`src/sv/lgru_pkg.sv`:
```
// shared types, constants and the cell rule for the raster-order life grid
`default_nettype none

package lgru_pkg;

  // row width and row address width set by the item fields
  localparam int ROW_W  = 16;
  localparam int ROW_AW = 4;

  // item kinds
  localparam logic KIND_LOAD = 1'b0;
  localparam logic KIND_STEP = 1'b1;

  // neighbor counts that the rule looks at
  localparam logic [3:0] N_SURVIVE = 4'd2;
  localparam logic [3:0] N_BIRTH   = 4'd3;

  typedef struct packed {
    logic              kind;
    logic [ROW_AW-1:0] row_index;
    logic [ROW_W-1:0]  row_cells;
  } in_word_t;

  typedef struct packed {
    logic [ROW_AW-1:0] out_row;
    logic [ROW_W-1:0]  out_cells;
    logic              last_row;
    logic              any_changed;
  } out_word_t;

  // next state of one cell from its state and live neighbor count
  function automatic logic cell_next(input logic alive, input logic [3:0] n);
    cell_next = alive ? ((n == N_SURVIVE) || (n == N_BIRTH)) : (n == N_BIRTH);
  endfunction

endpackage

`default_nettype wire

```
`src/sv/lgru_row_calc.sv`:
```
// new cells of one row from the new row above, the old row and the old row below
`default_nettype none

module lgru_row_calc (
  input  wire logic [lgru_pkg::ROW_W-1:0] above,
  input  wire logic [lgru_pkg::ROW_W-1:0] old_row,
  input  wire logic [lgru_pkg::ROW_W-1:0] below,
  input  wire logic [lgru_pkg::ROW_W-1:0] row_mask,
  output logic      [lgru_pkg::ROW_W-1:0] fresh
);
  import lgru_pkg::*;

  logic [ROW_W+1:0] a_x;
  logic [ROW_W+1:0] b_x;
  logic [ROW_W:0]   o_x;
  logic [ROW_W-1:0] cand0;
  logic [ROW_W-1:0] cand1;
  logic [ROW_W:0]   chain;
  logic [3:0]       n_base;

  // per column: both outcomes, for a dead and for a live new left neighbor
  always_comb begin
    a_x   = {1'b0, above, 1'b0};
    b_x   = {1'b0, below, 1'b0};
    o_x   = {1'b0, old_row};
    cand0 = '0;
    cand1 = '0;
    for (int c = 0; c < ROW_W; c++) begin
      n_base = 4'(a_x[c]) + 4'(a_x[c+1]) + 4'(a_x[c+2])
             + 4'(b_x[c]) + 4'(b_x[c+1]) + 4'(b_x[c+2])
             + 4'(o_x[c+1]);
      cand0[c] = cell_next(old_row[c], n_base);
      cand1[c] = cell_next(old_row[c], n_base + 4'd1);
    end
  end

  // select chain along the row, left cell new value picks the outcome
  always_comb begin
    chain[0] = 1'b0;
    for (int c = 0; c < ROW_W; c++) begin
      chain[c+1] = chain[c] ? cand1[c] : cand0[c];
    end
  end

  assign fresh = chain[ROW_W:1] & row_mask;

endmodule

`default_nettype wire

```
`src/sv/life_grid_raster_update.sv`:
```
// top level: life grid kept in a row memory, stepped one row per cycle
//
// Input words are taken at a clock edge with start high and busy low.
// A load word (kind 0) writes one grid row in that cycle; rows at or beyond
// the grid size are ignored and columns beyond it are dropped. busy stays low.
// A step word (kind 1) computes one generation in raster order: the row
// memory is read one row per cycle, each new row is built from the new row
// above, the old row and the old row below, and written back in place.
// busy is high from the step word until the bottom row is written back (one
// read per row, the read latency, then the bottom row), so no word is taken
// while a step runs.
// out_valid pulses once per row, in row order, registered from each computed
// row; the bottom row carries last_row and any_changed.
// Results are shown for one cycle only; the receiver cannot stall them.
// Reset empties the grid (all cells dead) through a per-row valid bit.
`default_nettype none

module life_grid_raster_update #(
  parameter int GRID_SIZE = 16
) (
  input  wire logic                clk,
  input  wire logic                rst_n,
  input  wire logic                start,
  output logic                     busy,
  input  wire lgru_pkg::in_word_t  in_word,
  output logic                     out_valid,
  output lgru_pkg::out_word_t      out_word
);
  import lgru_pkg::*;

  localparam int GRID_USED = (GRID_SIZE > ROW_W) ? ROW_W : ((GRID_SIZE < 1) ? 1 : GRID_SIZE);
  localparam logic [ROW_W-1:0]  ROW_MASK = {ROW_W{1'b1}} >> (ROW_W - GRID_USED);
  localparam logic [ROW_AW-1:0] LAST_ROW = ROW_AW'(GRID_USED - 1);
  localparam logic [ROW_AW:0]   ROW_CNT  = (ROW_AW + 1)'(GRID_USED);

  typedef enum logic {ST_IDLE, ST_STEP} state_t;

  state_t            state_r;
  logic [ROW_AW:0]   rd_cnt_r;
  logic              rd_vld_r;
  logic [ROW_AW-1:0] rd_row_r;
  logic              tail_r;
  logic [ROW_W-1:0]  rd_data_r;
  logic              rd_ok_r;
  logic [ROW_W-1:0]  cur_old_r;
  logic [ROW_W-1:0]  prev_new_r;
  logic [ROW_AW-1:0] cmp_row_r;
  logic              chg_r;
  logic [ROW_W-1:0]  row_vld_r;
  logic              out_valid_r;
  out_word_t         out_word_r;

  logic [ROW_W-1:0]  mem [ROW_W];

  logic              accept;
  logic              load_we;
  logic              reading;
  logic              calc_en;
  logic [ROW_W-1:0]  rd_row_data;
  logic [ROW_W-1:0]  below;
  logic [ROW_W-1:0]  fresh;
  logic              row_chg;
  logic              mem_we;
  logic [ROW_AW-1:0] mem_waddr;
  logic [ROW_W-1:0]  mem_wdata;

  // handshake and sequencing terms
  assign busy        = (state_r != ST_IDLE);
  assign accept      = start && !busy;
  assign load_we     = accept && (in_word.kind == KIND_LOAD)
                       && ({1'b0, in_word.row_index} < ROW_CNT);
  assign reading     = (state_r == ST_STEP) && (rd_cnt_r < ROW_CNT);
  assign rd_row_data = rd_ok_r ? rd_data_r : '0;
  assign calc_en     = (rd_vld_r && (rd_row_r != '0)) || tail_r;
  assign below       = tail_r ? '0 : rd_row_data;
  assign row_chg     = (fresh != cur_old_r);

  // row update logic
  lgru_row_calc u_row_calc (
    .above    (prev_new_r),
    .old_row  (cur_old_r),
    .below    (below),
    .row_mask (ROW_MASK),
    .fresh    (fresh)
  );

  // write port: step write-back has the port while busy, loads while idle
  always_comb begin
    mem_we    = calc_en || load_we;
    mem_waddr = calc_en ? cmp_row_r : in_word.row_index;
    mem_wdata = calc_en ? fresh : (in_word.row_cells & ROW_MASK);
  end

  // row memory, one write and one registered read per cycle
  always_ff @(posedge clk) begin
    if (mem_we) begin
      mem[mem_waddr] <= mem_wdata;
    end
    rd_data_r <= mem[rd_cnt_r[ROW_AW-1:0]];
  end

  // sequencer, row window and registered result
  always_ff @(posedge clk) begin
    if (!rst_n) begin
      state_r     <= ST_IDLE;
      rd_cnt_r    <= '0;
      rd_vld_r    <= 1'b0;
      rd_row_r    <= '0;
      tail_r      <= 1'b0;
      rd_ok_r     <= 1'b0;
      cmp_row_r   <= '0;
      chg_r       <= 1'b0;
      row_vld_r   <= '0;
      out_valid_r <= 1'b0;
    end else begin
      rd_vld_r    <= reading;
      rd_row_r    <= rd_cnt_r[ROW_AW-1:0];
      rd_ok_r     <= row_vld_r[rd_cnt_r[ROW_AW-1:0]];
      tail_r      <= rd_vld_r && (rd_row_r == LAST_ROW);
      out_valid_r <= calc_en;
      if (mem_we) begin
        row_vld_r[mem_waddr] <= 1'b1;
      end
      unique case (state_r)
        ST_IDLE: begin
          if (accept && (in_word.kind == KIND_STEP)) begin
            state_r   <= ST_STEP;
            rd_cnt_r  <= '0;
            cmp_row_r <= '0;
            chg_r     <= 1'b0;
          end
        end
        ST_STEP: begin
          if (reading) begin
            rd_cnt_r <= rd_cnt_r + 1'b1;
          end
          if (tail_r) begin
            state_r <= ST_IDLE;
          end
        end
        default: state_r <= ST_IDLE;
      endcase
      if (calc_en) begin
        cmp_row_r <= cmp_row_r + 1'b1;
        chg_r     <= chg_r || row_chg;
      end
    end
  end

  // row window payload
  always_ff @(posedge clk) begin
    if (rd_vld_r) begin
      cur_old_r <= rd_row_data;
    end
    if (rd_vld_r && (rd_row_r == '0)) begin
      prev_new_r <= '0;
    end else if (calc_en) begin
      prev_new_r <= fresh;
    end
    if (calc_en) begin
      out_word_r.out_row     <= cmp_row_r;
      out_word_r.out_cells   <= fresh;
      out_word_r.last_row    <= tail_r;
      out_word_r.any_changed <= tail_r && (chg_r || row_chg);
    end
  end

  assign out_valid = out_valid_r;
  assign out_word  = out_word_r;

endmodule

`default_nettype wire
```
`config.mk`:
```
export PLATFORM = sky130hd
export DESIGN_NAME = life_grid_raster_update
export DESIGN_NICKNAME = d
export VERILOG_FILES = /design/src/sv/lgru_pkg.sv /design/src/sv/lgru_row_calc.sv /design/src/sv/life_grid_raster_update.sv
export SDC_FILE = /design/constraint.sdc
export NUM_CORES = 1
export LEC_CHECK = 0
export ABC_AREA = 1
export BUFFER_PORTS_ARGS = -buffer_cell sky130_fd_sc_hd__buf_2
export CORE_AREA = 2 2 163 165
export DETAILED_ROUTE_END_ITERATION = 6
export DIE_AREA = 0 0 165 167
export GPL_ROUTABILITY_DRIVEN = 0
export PLACE_DENSITY = 0.84
export SETUP_SLACK_MARGIN = 0.3
export SYNTH_ARGS = -nofsm -noshare
export SYNTH_HDL_FRONTEND = slang
export SYNTH_HIERARCHICAL = 1
export SYNTH_SLANG_ARGS = --single-unit
```
`constraint.sdc`:
```
create_clock -name clk -period 9.85 [get_ports clk]
set_input_delay 0 -clock clk [delete_from_list [all_inputs] [get_ports clk]]
set_output_delay 0 -clock clk [all_outputs]
set_load 0.01 [all_outputs]
```
; Word level (Yosys, flattened, before mapping)
; Memory sizes are Yosys's and may differ from the RTL's. A register that Yosys moved wholly into a read port is not among the register bits.
; Cells that the tools add are included.
[totals]
mem_bits_rw = 256
input_bits = 24
ff_bits = 89
mem_count = 1
out_inout_bits = 24
elab_cells = 315
[memory_table]
columns = name, depth, word_bits, rd, rd_ports_with_merged_regs, write_ports, line_no
row1 = mem, 16, 16, 1, 1, 1, life_grid_raster_update.sv:53  ; logic [ROW_W-1:0] mem [ROW_W];
[classes]
n_mux = 68
n_eq_ne = 67
order_cmp = 4
n_reduce_logical = 49
n_bitwise = 3
n_addsub = 107
[op_table]
columns = cell, n
row1 = 4-bit by 1-bit adder with 4-bit output, 75
row2 = "4-bit by 2-bit equality test with 1-bit output, second input constant", 62
row3 = "4-bit by 1-bit adder with 4-bit output, second input constant", 16
row4 = 1-bit two-way mux, 55
row5 = 16-bit two-way mux, 3
row6 = 1-bit logical OR, 34
row7 = 1-bit by 1-bit adder with 2-bit output, 15
row8 = 4-bit two-way mux, 4
row9 = 16-bit != test, 1
row10 = 16-bit bitwise OR, 1
row11 = "4-bit by 5-bit < comparator with 1-bit output, second input constant", 2
row12 = 5-bit two-way mux, 2
row13 = 5-bit one-hot mux with 2 select lines, 1
row14 = 1-bit logical AND, 9
row15 = "5-bit by 1-bit adder with 5-bit output, second input constant", 1
row16 = "5-bit < comparator, second input constant", 1
row17 = 1-bit binary-select mux with 4-bit select, 1
row18 = 1-bit demux with 4-bit select, 1
row19 = "4-bit equality test, second input constant", 1
row20 = "4-bit by 1-bit greater-or-equal comparator with 1-bit output, second input constant", 1
row21 = 4-bit zero test, 1
row22 = "2-bit by 1-bit != test with 1-bit output, second input constant", 2
row23 = 2-bit AND reduction, 2
row24 = 4-bit nonzero test, 1
row25 = other kinds (5), 6

; Longest topological paths before layout
; Gate-level depths: netlist (run 1).
[depth]
word_depth = 28
ltp_mapped = 44
mapped_depth_nobuf = 43

; By module
; Netlist (run 1), hierarchy kept.
[modules_own_cells]
columns = module, area_each_um2, cells_each, seq_area_each_um2, n_inst
row1 = life_grid_raster_update, 14239.9, 1198, 10169.8, 1
row2 = lgru_row_calc, 2847.7, 381, 0.0, 1

; Worst setup path after synthesis (run 1)
; No wires, ideal clock.
[synth_path]
path_type = register to register
startpoint = register rd_ok_r
endpoint = register out_word_r (netlist bit out_word[0]) (data pin)
path_stages_with_launch = 42
synth_period_minus_slack_ps = 5552
setup_ps = 249
path_slack_ps = 4298
t_arrival_ps = 5303
path_cell_list = dfxtp_1 -> clkbuf_1 -> nand2_1 -> nor2_1 -> fa_1 -> inv_1 -> fa_1 -> inv_1 -> fa_1 -> inv_1 -> fa_1 -> or2_1 -> inv_1 -> ha_1 -> nand3_2 -> nand3_2 -> nand2_1 -> nand2_2 -> (+6 left out) -> nand3_2 -> nand2_1 -> nand2_1 -> nand3_2 -> nand3_1 -> nand3_2 -> nand3_1 -> nand3_2 -> nand3_1 -> nand2_1 -> nor2_1 -> nor2_1 -> nor2_1 -> nand4_1 -> nor2_1 -> nand3_1 -> nand2_1 -> inv_1
[synth_between]
elab_cells_between_ends = 220
classes_between = add/sub (76) / eq/ne (63) / mux (48) / reduce/logical (33)
[synth_lines]
columns = item, line_no
row1 = "start, declared", life_grid_raster_update.sv:44  ; logic rd_ok_r;
row2 = "start signal, assigned", life_grid_raster_update.sv:118  ; rd_ok_r <= row_vld_r[rd_cnt_r[ROW_AW-1:0]];
row3 = 16-bit two-way mux *, life_grid_raster_update.sv:73  ; assign rd_row_data = rd_ok_r ? rd_data_r : '0;
row4 = 16-bit two-way mux *, life_grid_raster_update.sv:75  ; assign below = tail_r ? '0 : rd_row_data;
row5 = named net below[1], life_grid_raster_update.sv:60  ; logic [ROW_W-1:0] below;
row6 = 4-bit by 1-bit adder with 4-bit output (2 in series), lgru_row_calc.sv:30  ; + 4'(b_x[c]) + 4'(b_x[c+1]) + 4'(b_x[c+2])
row7 = "4-bit by 1-bit adder with 4-bit output, on equally long branches", "lgru_row_calc.sv:30, lgru_row_calc.sv:31"
row8 = "4-bit by 1-bit adder with 4-bit output, on equally long branches", "lgru_row_calc.sv:31, lgru_row_calc.sv:33"
row9 = 4-bit by 1-bit adder with 4-bit output / 4-bit by 2-bit equality test with 1-bit output (equally long branches), "lgru_row_calc.sv:33, lgru_pkg.sv:33"
row10 = 4-bit by 2-bit equality test with 1-bit output / 1-bit logical OR (equally long branches), lgru_pkg.sv:33  ; cell_next = alive ? ((n == N_SURVIVE) || (n == N_BIRTH)) : (n == N_BIRTH);
row11 = 1-bit logical OR / 1-bit two-way mux (equally long branches), lgru_pkg.sv:33
row12 = "1-bit two-way mux, on equally long branches", "lgru_pkg.sv:33, lgru_row_calc.sv:41"
row13 = 1-bit two-way mux * (14 in series), lgru_row_calc.sv:41  ; chain[c+1] = chain[c] ? cand1[c] : cand0[c];
row14 = named net fresh[15], life_grid_raster_update.sv:61  ; logic [ROW_W-1:0] fresh;
row15 = 16-bit != test *, life_grid_raster_update.sv:76  ; assign row_chg = (fresh != cur_old_r);
row16 = 1-bit logical OR *, life_grid_raster_update.sv:164  ; out_word_r.any_changed <= tail_r && (chg_r || row_chg);
row17 = 1-bit logical AND *, life_grid_raster_update.sv:164
row18 = "end, declared", life_grid_raster_update.sv:51  ; out_word_t out_word_r;
; The timed path passes the listed nets; every way through them passes the cells marked *.
; A chain may end at the register's enable or synchronous reset.

; Worst setup path in the final report (run 1)
[layout_path]
startpoint = register tail_r
endpoint = register out_word_r (netlist bit out_word[0]) (data pin)
[layout_between]
elab_cells_between_ends = 219
classes_between = add/sub (76) / eq/ne (63) / mux (47) / reduce/logical (33)
[layout_lines]
columns = item, line_no
row1 = "start, declared", life_grid_raster_update.sv:42  ; logic tail_r;
row2 = "start signal, assigned", life_grid_raster_update.sv:119  ; tail_r <= rd_vld_r && (rd_row_r == LAST_ROW);
row3 = 16-bit two-way mux *, life_grid_raster_update.sv:75
row4 = named net below[1], life_grid_raster_update.sv:60
row5 = 4-bit by 1-bit adder with 4-bit output (2 in series), lgru_row_calc.sv:30
row6 = "4-bit by 1-bit adder with 4-bit output, on equally long branches", "lgru_row_calc.sv:30, lgru_row_calc.sv:31"
row7 = "4-bit by 1-bit adder with 4-bit output, on equally long branches", "lgru_row_calc.sv:31, lgru_row_calc.sv:33"
row8 = 4-bit by 1-bit adder with 4-bit output / 4-bit by 2-bit equality test with 1-bit output (equally long branches), "lgru_row_calc.sv:33, lgru_pkg.sv:33"
row9 = 4-bit by 2-bit equality test with 1-bit output / 1-bit logical OR (equally long branches), lgru_pkg.sv:33
row10 = 1-bit logical OR / 1-bit two-way mux (equally long branches), lgru_pkg.sv:33
row11 = "1-bit two-way mux, on equally long branches", "lgru_pkg.sv:33, lgru_row_calc.sv:41"
row12 = 1-bit two-way mux * (14 in series), lgru_row_calc.sv:41
row13 = named net fresh[15], life_grid_raster_update.sv:61
row14 = 16-bit != test *, life_grid_raster_update.sv:76
row15 = 1-bit logical OR *, life_grid_raster_update.sv:164
row16 = 1-bit logical AND *, life_grid_raster_update.sv:164
; Marked as above.

==> flow_summary.json, run 1 <==
{
  "cp_common_cell": "nand3_2",
  "synth_edf_count": 294,
  "tightest_slew_ps": 1120,
  "drt_iter0_drc": 1601,
  "cts.sinks": 361,
  "dp_worst_setup_slack_ps": 3360,
  "setup_viol": 0,
  "synth_commonest_cells": "edfxtp_1 (294), nand2_1 (213), nor2_1 (205)",
  "synth_area_leader_cell": "edfxtp_1",
  "cts_buffer_depth": 3,
  "first_pass_iters": 6,
  "cts_resized": 0,
  "synth_cells": 1579,
  "hold_viol_final": 0,
  "worstPathMaxFanout": 19,
  "cts_made_buffers": 36,
  "min_period_ps": 6530,
  "grt_pass1_wl_mm": 62.1,
  "critical_path_buf_inv_count": 5,
  "cpMaxStageDelayCell": "dfxtp_1",
  "yosys.area_share.simple_pct": 14.5,
  "postCtsSetupBuffers": 0,
  "maxCapViolCount": 0,
  "track_usage_pct": 29.7,
  "worstSetupPathType": "flop to flop",
  "hold_class": "input port to flop",
  "root_buffer": "clkbuf_16",
  "fin_area_mm2": 0.0187,
  "synthAdderAreaFrac_pct": 8.58,
  "period_share_pct": 66.3,
  "syn-cell-area_mm2": 0.0171,
  "cp_data_required_time_ps": 10130,
  "yosys-top-cells-area": "edfxtp_1 (52%), dfxtp_1 (7.8%), fa_1 (6.7%)",
  "ys_seq_elements": 361,
  "drc_errors": 0,
  "synth_compound_area_share_pct": 10.4,
  "die_area_mm2": 0.0276,
  "synthArstFlopShare_pct": 0,
  "wl_mm": 40.0,
  "synth_top_family_by_area": "simple AND/OR/NAND/NOR gates",
  "outcome": "completed",
  "cp-start-kind": "flop",
  "hpwl_mm": 24.3,
  "power_density_mw_per_mm2": 195,
  "grt_overflow": 0,
  "die_y_um": 167,
  "insertion_delay_ps": 530,
  "die_w_um": 165,
  "yosys_warnings": 6,
  "fin_tns_setup_ps": 0,
  "maxSlewHeadroom_pct": 25.4,
  "ys.flop_type": "edfxtp_1",
  "diodes": 0,
  "start_util_pct": 66.3,
  "core-area_mm2": 0.0258,
  "routedWlPerCell_um": 20.1,
  "area_delta_synth_final_pct": 9.28,
  "syn_area_per_cell_um2": 10.8,
  "std_cell_rows": 59,
  "synth_xor_area_share_pct": 0.461,
  "slew_viol_final": 0,
  "ys_types": 45,
  "cp-end-kind": "flop",
  "grt_max_degree": 93,
  "path_delay_family": "simple AND/OR/NAND/NOR gates",
  "vias_per_cell": 6.02,
  "place_area_mm2": 0.0175,
  "yosysTopAreaCellShare_pct": 51.7,
  "synth_mux_area_share_pct": 0,
  "fmax_mhz": 153,
  "fin_ws_ps": 3320,
  "yosysSeqAreaShare_pct": 59.5,
  "htree_levels": 2,
  "drtAntennaViolNets": 0,
  "nets": 1732,
  "crit_path_max_incr_delay_ps": 760,
  "finClkSkew_ps": 24.8,
  "rsz0062_at_grt": "false",
  "grt_pass1_vias": 11900,
  "leakage_nw": 7.34,
  "cts_hold_buf": 6,
  "clkSlewWorstSetupHoldPaths_ps": 60,
  "ios": 48,
  "worst_ep_arrival_time_ps": 6810,
  "port_buffers": 47,
  "vdd_ir_drop_max_mv": 0.162,
  "synth.most_common_cell": "edfxtp_1",
  "antenna_found_initial": 1,
  "cts_tree": "built",
  "drive_above_1_share_pct": 11.0,
  "num_vias": 12000
}
## stage by stage
stage	cells	hold slack (ps)	utilization (%)	total power, mW
global route	1988	64.1	72.5	3.80
finish	1988	36.3	72.5	3.65
detailed placement	1916	327	68.0	2.39
CTS	1988	32.0	72.5	3.64
floorplan	1594	205	-	2.25
global placement	1916	324	68.0	2.35
## layout make-up
type / instances / area (µm²)
Clock buffer: 50 / 995
Multi-Input combinational cell: 958 / 5870
Clock inverter: 16 / 91.3
Inverter: 209 / 786
Timing Repair Buffer: 59 / 340
Sequential cell: 361 / 10200
Fill cell: 1632 / 7090
Tap cell: 335 / 419
## layer usage
layer	GRT usage (%)	share of wire, %	vias up
met1	38.0	37	5727
met2	48.7	48	682
met4	14.5	4.5	2
met5	0	0.13	-
met3	5.60	9.9	137
li1	-	-	5429
## logic make-up (layout without fill, tap and decap cells)
family	count (synthesis)	count (layout)
AND/OR/NAND/NOR	549	549
flip-flops	361	361
AO/OA/AOI/OAI	301	301
buffers and inverters	275	334
adder cells (fa/ha/maj)	83	83
XOR/XNOR	9	9
other	1	16
## registers in the layout (all words and copies together) (netlist names), 4 cells and up
register	flops
rd_row_r	4
cur_old_r	16
mem	256
prev_new_r	16
cmp_row_r	4
row_vld_r	16
rd_cnt_r	5
out_word	22
rd_data_r	16
## layout by cell type (no fill, tap or decap), types with 11 or more instances in the layout
master     netlist  routed
nand2_1        213     213
o21ai_0        145     145
a31oi_1         11      11
inv_1          203     203
a21oi_2         16      16
nand3_2         14      14
edfxtp_1       294     294
conb_1           1      16
nand2_4         11      11
clkbuf_1        33      11
dfxtp_1         67      65
nor2_1         205     204
fa_1            57      57
buf_2           22      47
a21oi_1         44      44
nand3_1         58      58
ha_1            26      26
o22ai_1         38      38
clkbuf_16        0      37
o221ai_1        22      22
## path summary, 6_finish.rpt
path              slack (ps)         start  cells past startpoint            to
hold / removal            40   in_word[17]                      6  row_vld_r[4]
setup / recovery        3320        tail_r                     39   out_word[0]
hold reg to reg          460  row_vld_r[0]                      2  row_vld_r[0]
setup reg to reg        3320        tail_r                     39   out_word[0]
## report_power, final
group,switching (mW),total (mW),internal [mW]
clock network,0.559,1.27,0.711
registers,0.0292,1.72,1.69
logic,0.426,0.660,0.234
total,1.01,3.65,2.63
## worst reg2reg max path, delay by kind of cell (launching register included)
kind / cells / cell delay (ps)
DFF: 1 / 760
and+or+nand+nor: 29 / 3170
buffers and inverters: 5 / 300
adders and majority gates: 5 / 2080
Power figures use the tool's default switching activity.
==> run 2: changes to the inputs <==
- CORE_AREA: 2 2 163 165 -> 2 2 177 179
- DIE_AREA: 0 0 165 167 -> 0 0 179 181
- PLACE_DENSITY: 0.84 -> 0.76
- clock period: 9.85 -> 5.65 ns (I/O delays scaled with it)
==> run 2 against run 1 <==
Compared with the run above:
- the run now ends with setup timing left
- die area is 18% higher
- combinational power grew to 2.6 times the previous value
- maximum frequency is 14% higher
- via count is 0.77% higher
- critical path type unchanged
- highest routed layer is now met4
==> flow_summary.json, run 2 (synthesized netlist as in run 1, its figures left out) <==
{
  "fin_ws_ps": -69.9,
  "core-area_mm2": 0.0303,
  "p_switching_mw": 2.08,
  "power.share.clock_pct": 33.9,
  "track_usage_pct": 25.3,
  "grt_pass1_wl_mm": 62.7,
  "leakage_nw": 7.82,
  "maxCapViolCount": 0,
  "die_area_mm2": 0.0324,
  "drc_errors": 0,
  "seq_power_share_pct": 41.9,
  "cp-end-kind": "flop",
  "fmax_mhz": 175,
  "place_area_mm2": 0.0179,
  "root_buffer": "clkbuf_16",
  "worst_ep_arrival_time_ps": 6010,
  "maxSlewHeadroom_pct": 22.4,
  "instances_no_fill": 2108,
  "min_period_ps": 5720,
  "combPwrFrac_pct": 24.2,
  "cp_data_required_time_ps": 5940,
  "grt_use_met3_pct": 3.66,
  "hold_viol_final": 0,
  "multi_input_area_mm2": 0.00637,
  "violations": "setup timing",
  "power_density_mw_per_mm2": 358,
  "start_util_pct": 56.3,
  "regArea_mm2": 0.0102,
  "tightest_slew_ps": 1160,
  "cpMaxStageDelayCell": "fa_1",
  "dp_worst_setup_slack_ps": -299,
  "outcome": "finished with violations",
  "slew_viol_final": 0,
  "first_pass_iters": 5,
  "use_met2_pct": 42.9,
  "hold_class": "input port to flop",
  "final_cell_mix": "edfxtp_1 (294), inv_1 (200), nor2_1 (194)",
  "cp-start-kind": "flop",
  "antenna_found_initial": 0,
  "cts_tree": "built",
  "whs_ps": 13.1,
  "busiest_layer": "met2",
  "vias_per_cell": 5.73,
  "cts.sinks": 361,
  "largest_register": "mem",
  "fin_area_mm2": 0.0199,
  "crit_path_max_incr_delay_ps": 530,
  "nets": 1789,
  "p_int_mw": 5.05,
  "vdd_ir_drop_max_mv": 0.176,
  "cts_made_buffers": 38,
  "hpwl_mm": 24.3,
  "wl_mm": 41.4,
  "die_y_um": 181,
  "cp_common_cell": "nand2_4",
  "insertion_delay_ps": 550,
  "ios": 48,
  "std_cell_rows": 64,
  "area_delta_synth_final_pct": 16.4,
  "cts_buffer_depth": 3,
  "port_buffers": 47,
  "worstSetupPathType": "flop to flop",
  "grt_max_degree": 113,
  "drtAntennaViolNets": 0,
  "path_delay_family": "simple AND/OR/NAND/NOR gates",
  "routedWlPerCell_um": 19.6,
  "final_util_pct": 65.5,
  "worstPathMaxFanout": 3,
  "clkSlewWorstSetupHoldPaths_ps": 60,
  "place_inst": 2003,
  "finClkSkew_ps": 21.3,
  "setup_viol": 1,
  "num_vias": 12100,
  "drt_iter0_drc": 1265,
  "rsz0062_at_grt": "true",
  "diodes": 0,
  "critical_path_buf_inv_count": 6,
  "p_sw_share_pct": 29.1,
  "largest_reg_flops": 256,
  "period_share_pct": 101,
  "die_w_um": 179,
  "grt_overflow": 0,
  "grt_use_met1_pct": 32.9,
  "htree_levels": 2,
  "grt_pass1_vias": 11800,
  "fillerInstances": 2166,
  "drive_above_1_share_pct": 16.9,
  "layout_commonest_cell": "edfxtp_1"
}
run 2: path summary, 6_finish.rpt:
kind | from | endpoint | slack (ps) | depth (start not counted)
max | rd_ok_r | out_word[0] | -70 | 40
min | in_word[13] | mem[4][13] | 10 | 4
max reg2reg | rd_ok_r | out_word[0] | -70 | 40
min reg2reg | row_vld_r[4] | row_vld_r[4] | 460 | 2
run 2: layout make-up:
class | count | area share [%]
multi-input cells | 960 | 32.0
clock buffers | 49 | 5.04
repair buffers | 112 | 4.30
well taps | 396 | 2.49
inverters | 209 | 3.95
clock inverters | 21 | 0.994
flip-flops and latches | 361 | 51.2
run 2: power by group through the flow:
stage	registers (mW)	clock network, mW	logic (mW)
5_1_grt	2.99	2.55	1.88
4_1_cts	2.98	2.44	1.51
3_3_place_gp	3.04	0	1.16
6_report	2.98	2.42	1.72
2_1_floorplan	3.02	0	0.948
3_5_place_dp	3.04	0	1.23
run 2: repair_timing:
item | 4_1_cts | 5_1_grt
setup endpoints to repair | 104 | 156
cloned | 1 | 3
gates resized for setup | 47 | 55
hold endpoints to repair | 89 | 16
pin swaps | 26 | 21
hold buffers | 10 | 1
buffers inserted | 16 | 4
run 2: stage by stage:
step / total power, mW / TNS (ps)
2_1_floorplan: 3.97 / 0
3_3_place_gp: 4.20 / -119
3_5_place_dp: 4.27 / -7650
4_1_cts: 6.93 / -59.6
5_1_grt: 7.42 / -7040
6_report: 7.12 / -69.9
run 2: routing by layer:
layer / vias up / routed length, µm
met5: - / 0
met4: 0 / 1240
met3: 97 / 3140
met1: 5842 / 16500
met2: 564 / 20500
li1: 5566 / -
run 2: worst min-delay path, stage by stage:
cell and delay [ps]:
buf_2 80, nand2_1 110, nand2_8 130, buf_16 120
